==> config.mk <==
export PLATFORM = sky130hd
export DESIGN_NAME = key_mode_light_radio_controller
export DESIGN_NICKNAME = d
export VERILOG_FILES = /design/src/kmlrc_pkg.sv /design/src/kmlrc_debounce.sv /design/src/key_mode_light_radio_controller.sv
export SDC_FILE = /design/constraint.sdc
export NUM_CORES = 1
export LEC_CHECK = 0
export BUFFER_PORTS_ARGS = -buffer_cell sky130_fd_sc_hd__clkbuf_2
export CORE_AREA = 4 4 151 153
export DETAILED_ROUTE_END_ITERATION = 6
export DIE_AREA = 0 0 155 157
export GPL_TIMING_DRIVEN = 0
export PLACE_DENSITY = 0.46
export SYNTH_ARGS = -nofsm -noshare
export SYNTH_HDL_FRONTEND = slang
export SYNTH_SLANG_ARGS = --single-unit
==> constraint.sdc <==
create_clock -name clk -period 4.1 [get_ports clk]
set_clock_uncertainty 0.2 [all_clocks]
set_input_delay 0.41 -clock clk [delete_from_list [all_inputs] [get_ports clk]]
set_output_delay 0.41 -clock clk [all_outputs]
set_load 0.05 [all_outputs]
==> src/kmlrc_pkg.sv <==
// Shared constants and types for the key, light-mode and radio controller.
// No dependencies; used by every other file of the block.
`default_nettype none
package kmlrc_pkg;

  localparam int TIMER_BITS_DEFAULT = 8;
  localparam int LIMIT_W            = 8;
  localparam int PRE_W              = 5;
  localparam int CFG_INDEX_W        = 3;

  localparam int IN_TDATA_W  = 8;
  localparam int OUT_TDATA_W = 8;

  typedef enum logic [CFG_INDEX_W-1:0] {
    CFG_DEBOUNCE_LIMIT        = 3'd0,
    CFG_CONNECT_LOW_LIMIT     = 3'd1,
    CFG_DISCONNECT_HIGH_LIMIT = 3'd2,
    CFG_IDLE_SLEEP_UNITS      = 3'd3,
    CFG_MS_PER_UNIT           = 3'd4,
    CFG_UNITS_PER_BLINK       = 3'd5
  } cfg_index_t;

  localparam logic [LIMIT_W-1:0] DEBOUNCE_LIMIT_RST        = 8'd35;
  localparam logic [LIMIT_W-1:0] CONNECT_LOW_LIMIT_RST     = 8'd150;
  localparam logic [LIMIT_W-1:0] DISCONNECT_HIGH_LIMIT_RST = 8'd250;
  localparam logic [LIMIT_W-1:0] IDLE_SLEEP_UNITS_RST      = 8'd200;
  localparam logic [PRE_W-1:0]   MS_PER_UNIT_RST           = 5'd25;
  localparam logic [PRE_W-1:0]   UNITS_PER_BLINK_RST       = 5'd20;

  typedef enum logic [1:0] {
    MODE_OFF  = 2'd0,
    MODE_HALF = 2'd1,
    MODE_FULL = 2'd2
  } light_mode_t;

  // Per-key debounce result handed to the top level
  typedef struct packed {
    logic press;
    logic held;
  } key_status_t;

endpackage
`default_nettype wire

==> src/kmlrc_debounce.sv <==
// Debouncer for one active-low key: stable-time counter and fresh-press detect.
// Depends on kmlrc_pkg.
`default_nettype none
module kmlrc_debounce #(
  parameter int TIMER_BITS = kmlrc_pkg::TIMER_BITS_DEFAULT
) (
  input  wire logic                           clk,
  input  wire logic                           rst,
  input  wire logic                           advance,
  input  wire logic                           level,
  input  wire logic [kmlrc_pkg::LIMIT_W-1:0]  limit,
  output kmlrc_pkg::key_status_t              status
);

  logic                  stable, stable_next;
  logic                  held, held_next;
  logic [TIMER_BITS-1:0] timer, timer_next, timer_inc;

  always_comb begin
    timer_inc   = (timer == '1) ? timer : timer + 1'b1;
    stable_next = stable;
    held_next   = held;
    timer_next  = timer_inc;
    status.press = 1'b0;
    if (level != stable) begin
      if (timer_inc > TIMER_BITS'(limit)) begin
        stable_next = level;
        timer_next  = '0;
      end
    end else begin
      // level matches: restart the count, press on a fresh low
      timer_next   = '0;
      held_next    = ~stable;
      status.press = ~stable & ~held;
    end
    status.held = held_next;
  end

  always_ff @(posedge clk) begin
    if (rst) begin
      stable <= 1'b0;
      held   <= 1'b0;
      timer  <= '0;
    end else if (advance) begin
      stable <= stable_next;
      held   <= held_next;
      timer  <= timer_next;
    end
  end

endmodule
`default_nettype wire

==> src/key_mode_light_radio_controller.sv <==
// Top level of the key, light-mode and radio controller: tick stream in, status out.
// Depends on kmlrc_pkg and kmlrc_debounce.
//
//   channel   dir  width  carries
//   s_axis    in   8      one 1 ms tick of sampled pin levels
//   m_axis    out  8      light, radio and sleep status after that tick
//   cfg       in   8      limit and period registers, write only
//
// One tick is taken per cycle, unless a held result stalls it: the whole update is one
// pass of logic from the state registers into the state and the output register.
// The result of an input transfer is registered and valid in the cycle after it.
// A held result stalls the input only when the output register is full and not taken.
// Reset clears all state but m_axis_tdata, restores the defaults; no clearing pass.
`default_nettype none
module key_mode_light_radio_controller #(
  parameter int TIMER_BITS = kmlrc_pkg::TIMER_BITS_DEFAULT
) (
  input  wire logic                               clk,
  input  wire logic                               rst,
  input  wire logic                               s_axis_tvalid,
  output      logic                               s_axis_tready,
  // [0] key_mode_level, [1] key_radio_level, [2] radio_status_level, [7:3] zero
  input  wire logic [kmlrc_pkg::IN_TDATA_W-1:0]   s_axis_tdata,
  output      logic                               m_axis_tvalid,
  input  wire logic                               m_axis_tready,
  // [0] light_enable_one, [1] light_enable_two, [3:2] light_mode, [4] radio_power,
  // [5] radio_led, [6] radio_connected, [7] sleep_request
  output      logic [kmlrc_pkg::OUT_TDATA_W-1:0]  m_axis_tdata,
  input  wire logic                               cfg_we,
  input  wire logic [kmlrc_pkg::CFG_INDEX_W-1:0]  cfg_index,
  input  wire logic [kmlrc_pkg::LIMIT_W-1:0]      cfg_wdata
);

  localparam int LW = kmlrc_pkg::LIMIT_W;
  localparam int PW = kmlrc_pkg::PRE_W;

  // configuration
  logic [LW-1:0] debounce_limit, connect_low_limit, disconnect_high_limit;
  logic [LW-1:0] idle_sleep_units;
  logic [PW-1:0] ms_per_unit, units_per_blink;

  always_ff @(posedge clk) begin
    if (rst) begin
      debounce_limit        <= kmlrc_pkg::DEBOUNCE_LIMIT_RST;
      connect_low_limit     <= kmlrc_pkg::CONNECT_LOW_LIMIT_RST;
      disconnect_high_limit <= kmlrc_pkg::DISCONNECT_HIGH_LIMIT_RST;
      idle_sleep_units      <= kmlrc_pkg::IDLE_SLEEP_UNITS_RST;
      ms_per_unit           <= kmlrc_pkg::MS_PER_UNIT_RST;
      units_per_blink       <= kmlrc_pkg::UNITS_PER_BLINK_RST;
    end else if (cfg_we) begin
      case (kmlrc_pkg::cfg_index_t'(cfg_index))
        kmlrc_pkg::CFG_DEBOUNCE_LIMIT:        debounce_limit        <= cfg_wdata;
        kmlrc_pkg::CFG_CONNECT_LOW_LIMIT:     connect_low_limit     <= cfg_wdata;
        kmlrc_pkg::CFG_DISCONNECT_HIGH_LIMIT: disconnect_high_limit <= cfg_wdata;
        kmlrc_pkg::CFG_IDLE_SLEEP_UNITS:      idle_sleep_units      <= cfg_wdata;
        kmlrc_pkg::CFG_MS_PER_UNIT:           ms_per_unit           <= cfg_wdata[PW-1:0];
        kmlrc_pkg::CFG_UNITS_PER_BLINK:       units_per_blink       <= cfg_wdata[PW-1:0];
        default: ;
      endcase
    end
  end

  // handshake
  logic tick;
  assign s_axis_tready = ~rst & (~m_axis_tvalid | m_axis_tready);
  assign tick          = s_axis_tvalid & s_axis_tready;

  logic key_mode_level, key_radio_level, radio_status_level;
  assign key_mode_level     = s_axis_tdata[0];
  assign key_radio_level    = s_axis_tdata[1];
  assign radio_status_level = s_axis_tdata[2];

  kmlrc_pkg::key_status_t mode_key, radio_key;

  kmlrc_debounce #(.TIMER_BITS(TIMER_BITS)) u_mode_key (
    .clk     (clk),
    .rst     (rst),
    .advance (tick),
    .level   (key_mode_level),
    .limit   (debounce_limit),
    .status  (mode_key)
  );

  kmlrc_debounce #(.TIMER_BITS(TIMER_BITS)) u_radio_key (
    .clk     (clk),
    .rst     (rst),
    .advance (tick),
    .level   (key_radio_level),
    .limit   (debounce_limit),
    .status  (radio_key)
  );

  // state
  logic [PW-1:0]         ms_prescale, ms_prescale_next, ms_pre_inc;
  logic [PW-1:0]         unit_prescale, unit_prescale_next, unit_pre_inc;
  kmlrc_pkg::light_mode_t mode_value, mode_value_next;
  logic                  radio_on, radio_on_next;
  logic                  link_flag, link_flag_next;
  logic                  led_state, led_state_next;
  logic [TIMER_BITS-1:0] low_time, low_time_next;
  logic [TIMER_BITS-1:0] high_time, high_time_next;
  logic [TIMER_BITS-1:0] idle_time, idle_time_next;
  logic                  unit_tick, blink_tick, sleep;

  always_comb begin
    ms_pre_inc         = (ms_prescale == '1) ? ms_prescale : ms_prescale + 1'b1;
    unit_pre_inc       = (unit_prescale == '1) ? unit_prescale : unit_prescale + 1'b1;
    ms_prescale_next   = ms_pre_inc;
    unit_prescale_next = unit_prescale;
    unit_tick          = 1'b0;
    blink_tick         = 1'b0;
    if (ms_pre_inc >= ms_per_unit) begin
      ms_prescale_next   = '0;
      unit_prescale_next = unit_pre_inc;
      unit_tick          = 1'b1;
      if (unit_pre_inc >= units_per_blink) begin
        unit_prescale_next = '0;
        blink_tick         = 1'b1;
      end
    end

    // status pin timers run on the power state held before this tick
    low_time_next  = low_time;
    high_time_next = high_time;
    if (radio_on) begin
      if (!radio_status_level) begin
        if (!link_flag) begin
          low_time_next  = (low_time == '1) ? low_time : low_time + 1'b1;
          high_time_next = '0;
        end
      end else begin
        low_time_next  = '0;
        high_time_next = (high_time == '1) ? high_time : high_time + 1'b1;
      end
    end else begin
      low_time_next  = '0;
      high_time_next = '0;
    end

    idle_time_next = idle_time;
    if (unit_tick) begin
      idle_time_next = (idle_time == '1) ? idle_time : idle_time + 1'b1;
    end

    led_state_next = led_state;
    if (blink_tick && radio_on && !link_flag) begin
      led_state_next = ~led_state;
    end

    mode_value_next = mode_value;
    if (mode_key.press) begin
      unique case (mode_value)
        kmlrc_pkg::MODE_OFF:  mode_value_next = kmlrc_pkg::MODE_HALF;
        kmlrc_pkg::MODE_HALF: mode_value_next = kmlrc_pkg::MODE_FULL;
        default:              mode_value_next = kmlrc_pkg::MODE_OFF;
      endcase
    end
    radio_on_next = radio_on ^ radio_key.press;

    link_flag_next = link_flag;
    if (radio_on_next) begin
      if (link_flag) begin
        led_state_next = 1'b1;
      end
    end else begin
      led_state_next = 1'b0;
      link_flag_next = 1'b0;
    end
    if (low_time_next > TIMER_BITS'(connect_low_limit)) begin
      link_flag_next = 1'b1;
      low_time_next  = '0;
    end
    if (high_time_next > TIMER_BITS'(disconnect_high_limit)) begin
      link_flag_next = 1'b0;
      high_time_next = '0;
    end

    if ((mode_value_next != kmlrc_pkg::MODE_OFF) || radio_on_next) begin
      idle_time_next = '0;
    end
    sleep = 1'b0;
    if (idle_time_next >= TIMER_BITS'(idle_sleep_units)) begin
      sleep          = 1'b1;
      idle_time_next = '0;
    end
  end

  always_ff @(posedge clk) begin
    if (rst) begin
      ms_prescale   <= '0;
      unit_prescale <= '0;
      mode_value    <= kmlrc_pkg::MODE_OFF;
      radio_on      <= 1'b0;
      link_flag     <= 1'b0;
      led_state     <= 1'b0;
      low_time      <= '0;
      high_time     <= '0;
      idle_time     <= '0;
    end else if (tick) begin
      ms_prescale   <= ms_prescale_next;
      unit_prescale <= unit_prescale_next;
      mode_value    <= mode_value_next;
      radio_on      <= radio_on_next;
      link_flag     <= link_flag_next;
      led_state     <= led_state_next;
      low_time      <= low_time_next;
      high_time     <= high_time_next;
      idle_time     <= idle_time_next;
    end
  end

  // output register
  always_ff @(posedge clk) begin
    if (rst) begin
      m_axis_tvalid <= 1'b0;
    end else if (tick) begin
      m_axis_tvalid <= 1'b1;
    end else if (m_axis_tready) begin
      m_axis_tvalid <= 1'b0;
    end
  end

  always_ff @(posedge clk) begin
    if (tick) begin
      m_axis_tdata <= {sleep, link_flag_next, led_state_next, radio_on_next,
                       mode_value_next,
                       mode_value_next == kmlrc_pkg::MODE_FULL,
                       mode_value_next != kmlrc_pkg::MODE_OFF};
    end
  end

endmodule
`default_nettype wire

# Yosys cells after proc, flatten, opt, wreduce, memory -nomap -nowiden
# Cells that the tools add are included.
[classes]
n_addsub = 7
mul = 0
div = 0
n_lt_le_gt_ge = 7
eq_ne = 16
shifts = 0
mux = 40
bitwise = 15
reduce_logical = 19
[op_table]
columns = ["operator", "count"]
rows = [
  ["8-bit two-way mux", 20],
  ["8-bit by 1-bit adder with 8-bit output, second input constant", 5],
  ["8-bit == test, second input constant", 5],
  ["8-bit > comparator", 4],
  ["5-bit two-way mux", 4],
  ["2-bit AND reduction", 9],
  ["1-bit two-way mux", 14],
  ["5-bit by 1-bit adder with 5-bit output, second input constant", 2],
  ["5-bit == test, second input constant", 2],
  ["5-bit >= comparator", 2],
  ["1-bit inverter", 9],
  ["8-bit >= comparator", 1],
  ["3-bit by 2-bit == test with 1-bit output, second input constant", 2],
  ["3-bit == test, second input constant", 2],
  ["3-bit AND reduction", 2],
  ["1-bit AND", 4],
  ["2-bit case mux with 2 select lines", 1],
  ["2-bit nonzero test", 2],
  ["3-bit by 1-bit == test with 1-bit output, second input constant", 1],
  ["3-bit logical NOT", 1],
  ["2-bit by 1-bit == test with 1-bit output, second input constant", 1],
  ["2-bit == test, second input constant", 1],
  ["1-bit logical AND", 2],
  ["2-bit logical NOT", 1],
  ["other kinds (6)", 7],
]
[word_totals]
reg_bits = 110
latchBits = 0
ramBits = 0
mem_bits_ro = 0
in_bits = 24
output_inout_bits = 10
memories = 0

# Depth between registers and ports, before layout
[depth]
depth_word = 10
mapped_depth = 20
ltp_nobuf = 18

# Cells and area by module
# Synthesis repeated with hierarchy kept, for this count alone.
[unflattened]
cells_unflattened = 800
hier_area_um2 = 6711.4
[by_module_without_submodules]
columns = ["mod", "instances", "cells_each", "area_each_um2", "seq_area_each_um2"]
rows = [
  ["key_mode_light_radio_controller", 1, 618, 5162.5, 1881.8],
  ["kmlrc_debounce", 2, 91, 774.5, 200.2],
]

# Worst setup path after synthesis
# OpenSTA, ideal clock, no wires.
[synth_timing]
path_type = "register -> register"
from = "register ms_prescale[0]"
to = "register idle_time[5]"
arrival_time_ns = 4.002
required_time_ns = 3.809
slack_ns = -0.192
path_stages_with_launch = 21
n_path_buf = 2
synth_period_minus_slack_ns = 4.292
cell_sequence = "dfxtp_1 -> ha_1 -> and3_1 -> nand2_1 -> mux2_2 -> ha_1 -> a21o_1 -> a311oi_1 -> nor2_1 -> buf_4 -> nand2_1 -> xor2_1 -> nor2_1 -> ha_1 -> a211o_1 -> a31oi_1 -> o311ai_2 -> nor3_4 -> buf_6 -> a31oi_1 -> a311oi_1"
[synth_between]
elab_chain_cells = 8
[synth_lines]
columns = ["element", "line_no", "rtl"]
rows = [
  ["from (decl)", "key_mode_light_radio_controller.sv:94", "logic [PW-1:0] ms_prescale, ms_prescale_next, ms_pre_inc;"],
  ["from (signal assigned)", "key_mode_light_radio_controller.sv:200", "ms_prescale <= ms_prescale_next;"],
  ["5-bit by 1-bit adder with 5-bit output or 5-bit == test (tied branches)", "key_mode_light_radio_controller.sv:106", "ms_pre_inc = (ms_prescale == '1) ? ms_prescale : ms_prescale + 1'b1;"],
  ["5-bit two-way mux (*)", "key_mode_light_radio_controller.sv:106", ""],
  ["5-bit >= comparator (*)", "key_mode_light_radio_controller.sv:112", "if (ms_pre_inc >= ms_per_unit) begin"],
  ["1-bit two-way mux (*)", "key_mode_light_radio_controller.sv:112", ""],
  ["8-bit two-way mux (*)", "key_mode_light_radio_controller.sv:141", "if (unit_tick) begin"],
  ["8-bit two-way mux (*)", "key_mode_light_radio_controller.sv:178", "if ((mode_value_next != kmlrc_pkg::MODE_OFF) || radio_on_next) begin"],
  ["8-bit >= comparator", "key_mode_light_radio_controller.sv:182", "if (idle_time_next >= TIMER_BITS'(idle_sleep_units)) begin"],
  ["8-bit two-way mux (*)", "key_mode_light_radio_controller.sv:182", ""],
  ["to (signal assigned)", "key_mode_light_radio_controller.sv:208", "idle_time <= idle_time_next;"],
  ["to (decl)", "key_mode_light_radio_controller.sv:102", "logic [TIMER_BITS-1:0] idle_time, idle_time_next;"],
]
# Mark *: on every way between the ends. The rest lies on a longest branch, timed or not.
# A chain may end at the register's enable or synchronous reset.

# Worst setup path after layout
[layout_timing]
from = "register ms_prescale[1]"
to = "register idle_time[2]"
# The elaborated chain is that of the path after synthesis.

==> impl_metrics.py <==
metrics = {
    "floorplan": {
        "die_h_um": 157,
        "die-area_um2": 24300,
        "die_width_um": 155,
        "io_pins": 34,
        "start_util": 0.303,
        "num_rows": 54,
        "core-area_um2": 21600,
    },
    "sta": {
        "worst_slack_ns": -0.0816,
        "finalSetupTns_ns": -0.316,
        "worst_pin_slew_ns": 1.13,
        "fin_hold_ws_ns": 0.0656,
        "finalHoldViolations": 0,
        "finalSetupViolCount": 7,
        "rsz0062_at_grt": "yes",
        "slew_viol_final": 0,
        "fin_crit_sh": 1.02,
        "period_minus_slack_ns": 4.18,
        "fmax_mhz": 239,
        "slew_headroom": 0.247,
    },
    "worst_hold_path": {
        "hp-start": "s_axis_tvalid",
        "hold_class": "in -> reg",
    },
    "route": {
        "ant_nets": 0,
        "first_pass_iters": 5,
        "wire_per_inst_um": 16.2,
        "route.detailed.drc": 0,
        "via_per_inst": 5.02,
        "routed_wl_um": 18500,
        "vias": 5741,
        "drt_iter0_drc": 302,
    },
    "setup_path": {
        "crit_path_max_fanout": 5,
        "critical_path.startpoint_type": "register",
        "critPathRequiredTime_ns": 4.12,
        "slowest_delay_ns": 0.35,
        "cp_top_family": "buffers and inverters",
        "crit_top_cell": "buf_4",
        "cp.arrival_ns": 4.20,
        "path_class": "reg -> reg",
        "crit_buf_inv": 17,
        "r2r-start": "ms_prescale[1]$_SDFFE_PP0P_",
        "critPathLaunch": "ms_prescale[1]$_SDFFE_PP0P_",
        "end_kind": "register",
        "cp_slowest_cell": "dfxtp_4",
    },
    "yosys": {
        "ys_types": 66,
        "seq_area_frac_synth": 0.349,
        "syn_inst": 796,
        "ys.warnings.count": 0,
        "async_flop_share": 0,
        "syn_nets": 877,
        "synth_ff_type": "dfxtp_1",
        "synth_seq_cells": 110,
        "avgSynthCellArea_um2": 8.21,
        "synth_edf_count": 8,
        "syn-cell-area_um2": 6530,
    },
    "final_layout": {
        "area_growth_syn_to_layout_pct": 18.3,
        "multi_input_area_um2": 4090,
        "final_cells": 1143,
        "drive_above_1_share": 0.133,
        "register_area_um2": 2290,
        "n_fill_cell": 2253,
        "nNetsFinal": 939,
        "antenna_cells": 0,
    },
    "global_route": {
        "use_met1": 0.211,
        "grt_pass1_wl_um": 29400,
        "busiest_layer": "met2",
        "grt_pass1_vias": 5347,
        "overflow": 0,
        "grt_usage": 0.154,
        "antenna_found_initial": 0,
        "met2_usage": 0.253,
        "grt_use_met3": 0.0305,
        "grt_max_degree": 18,
    },
    "cts": {
        "cts_max_level": 3,
        "cts_buffers": 9,
        "cts_buffer_depth": 2,
        "cts_tree": "done",
        "cts_hold_buffers": 0,
        "clock-sinks": 110,
        "cts_root_buf": "clkbuf_16",
        "insertion_delay_ns": 0.36,
        "path_clk_slew_ns": 0.08,
    },
    "run_status": {
        "violations": "setup timing",
        "status": "complete, but fails checks",
    },
    "placed_design": {
        "port_buffers": 24,
        "place_congestion": 0.795,
        "place_inst": 1100,
        "dp_hpwl_um": 13200,
    },
    "power": {
        "cellLeakagePower_nw": 3.15,
        "max-vdd-ir-drop_uv": 190,
        "pwr_density_cell_nw_per_um2": 304,
    },
    "run": {
        "drv_cap": 0,
    },
}
==> metal layers <==
layer / share of wire / wire [um]
met4: 0.0076 / 141
met2: 0.46 / 8530
met1: 0.50 / 9300
met3: 0.029 / 541
met5: 0 / 0
==> worst min-delay path, stage by stage <==
cell	delay, ns
clkbuf_2	0.08
nor2_1	0.04
nor2_1	0.07
==> report_power, final <==
group,internal [mW],switching [mW],leakage [nW]
clock network,0.544,0.429,0.161
registers,1.10,0.0134,0.905
logic,0.0860,0.174,2.08
total,1.73,0.617,3.15
==> area by class of cell <==
type,count,share of cell area
well taps,280,0.0453
plain buffers,36,0.0202
clock buffers,13,0.0364
clock inverters,3,0.00518
multi-input cells,601,0.530
repair buffers,51,0.0427
inverters,49,0.0238
flip-flops and latches,110,0.296
==> registers in the layout, indices dropped and copies added, names as in the netlist, 2 cells and up <==
name,flops
connect_low_limit,8
debounce_limit,8
disconnect_high_limit,8
high_time,8
idle_sleep_units,8
idle_time,8
low_time,8
m_axis_tdata,8
mode_value,2
ms_per_unit,5
ms_prescale,5
u_mode_key.timer,8
u_radio_key.timer,8
unit_prescale,5
units_per_blink,5
==> cells in the mapped netlist, types with 17 or more instances <==
library cell | count | area share
inv_1 | 48 | 0.028
nor2_1 | 89 | 0.051
nand3_1 | 23 | 0.018
dfxtp_1 | 102 | 0.31
a21oi_1 | 64 | 0.049
o21ai_0 | 17 | 0.013
nand2_1 | 94 | 0.054
nand4_1 | 17 | 0.016
clkbuf_1 | 23 | 0.013
nor3_1 | 17 | 0.013
mux2i_1 | 19 | 0.029
ha_1 | 57 | 0.11
a211o_1 | 20 | 0.027
==> stage by stage <==
step | cell area, um^2 | utilization | total power, mW | setup slack [ns]
finish | 7730 | 0.359 | 2.35 | -0.0816
CTS | 7620 | 0.354 | 2.38 | -0.123
floorplan | 6560 | - | 1.31 | 0.00320
global route | 7730 | 0.359 | 2.45 | -0.307
global placement | 7030 | 0.326 | 1.39 | -0.768
detailed placement | 7030 | 0.326 | 1.39 | -0.708
==> timing repair <==
action	in CTS	in global routing
cloned	0	0
endpoints found under the setup margin	9	8
resized for setup	14	20
pin swaps	19	19
buffers inserted	26	1
==> kinds of logic after synthesis <==
| family | after synthesis | synth area share |
|---|---|---|
| AND/OR/NAND/NOR | 298 | 0.215 |
| AO/OA/AOI/OAI | 200 | 0.208 |
| flip-flops | 110 | 0.349 |
| buffers and inverters | 85 | 0.0515 |
| adder cells (fa/ha/maj) | 57 | 0.109 |
| XOR/XNOR | 23 | 0.0308 |
| multiplexers | 23 | 0.0360 |
==> cells in the final DEF (no fill, tap or decap), drive strengths merged, types with 6 or more instances in the layout <==
cell type	instances
a211o	20
a21boi	8
a21o	9
a21oi	64
a22o	9
a22oi	13
a311oi	6
a31oi	14
and3	8
buf	40
clkbuf	60
dfxtp	102
edfxtp	8
ha	57
inv	49
mux2i	19
nand2	95
nand2b	10
nand3	23
nand4	17
nor2	89
nor2b	11
nor3	19
o21ai	21
xnor2	13
xor2	10
==> final timing paths <==
check	to	slack, ns	cells past startpoint
worst max-delay path	idle_time[2]$_SDFFE_PP0P_	-0.08	27
worst min-delay path	m_axis_tvalid$_SDFFE_PP0P_	0.07	3
worst max register to register	idle_time[2]$_SDFFE_PP0P_	-0.08	27
worst min register to register	idle_sleep_units[4]$_SDFFE_PP0P_	0.26	2
Note: power is estimated with default switching activity, not from simulation.
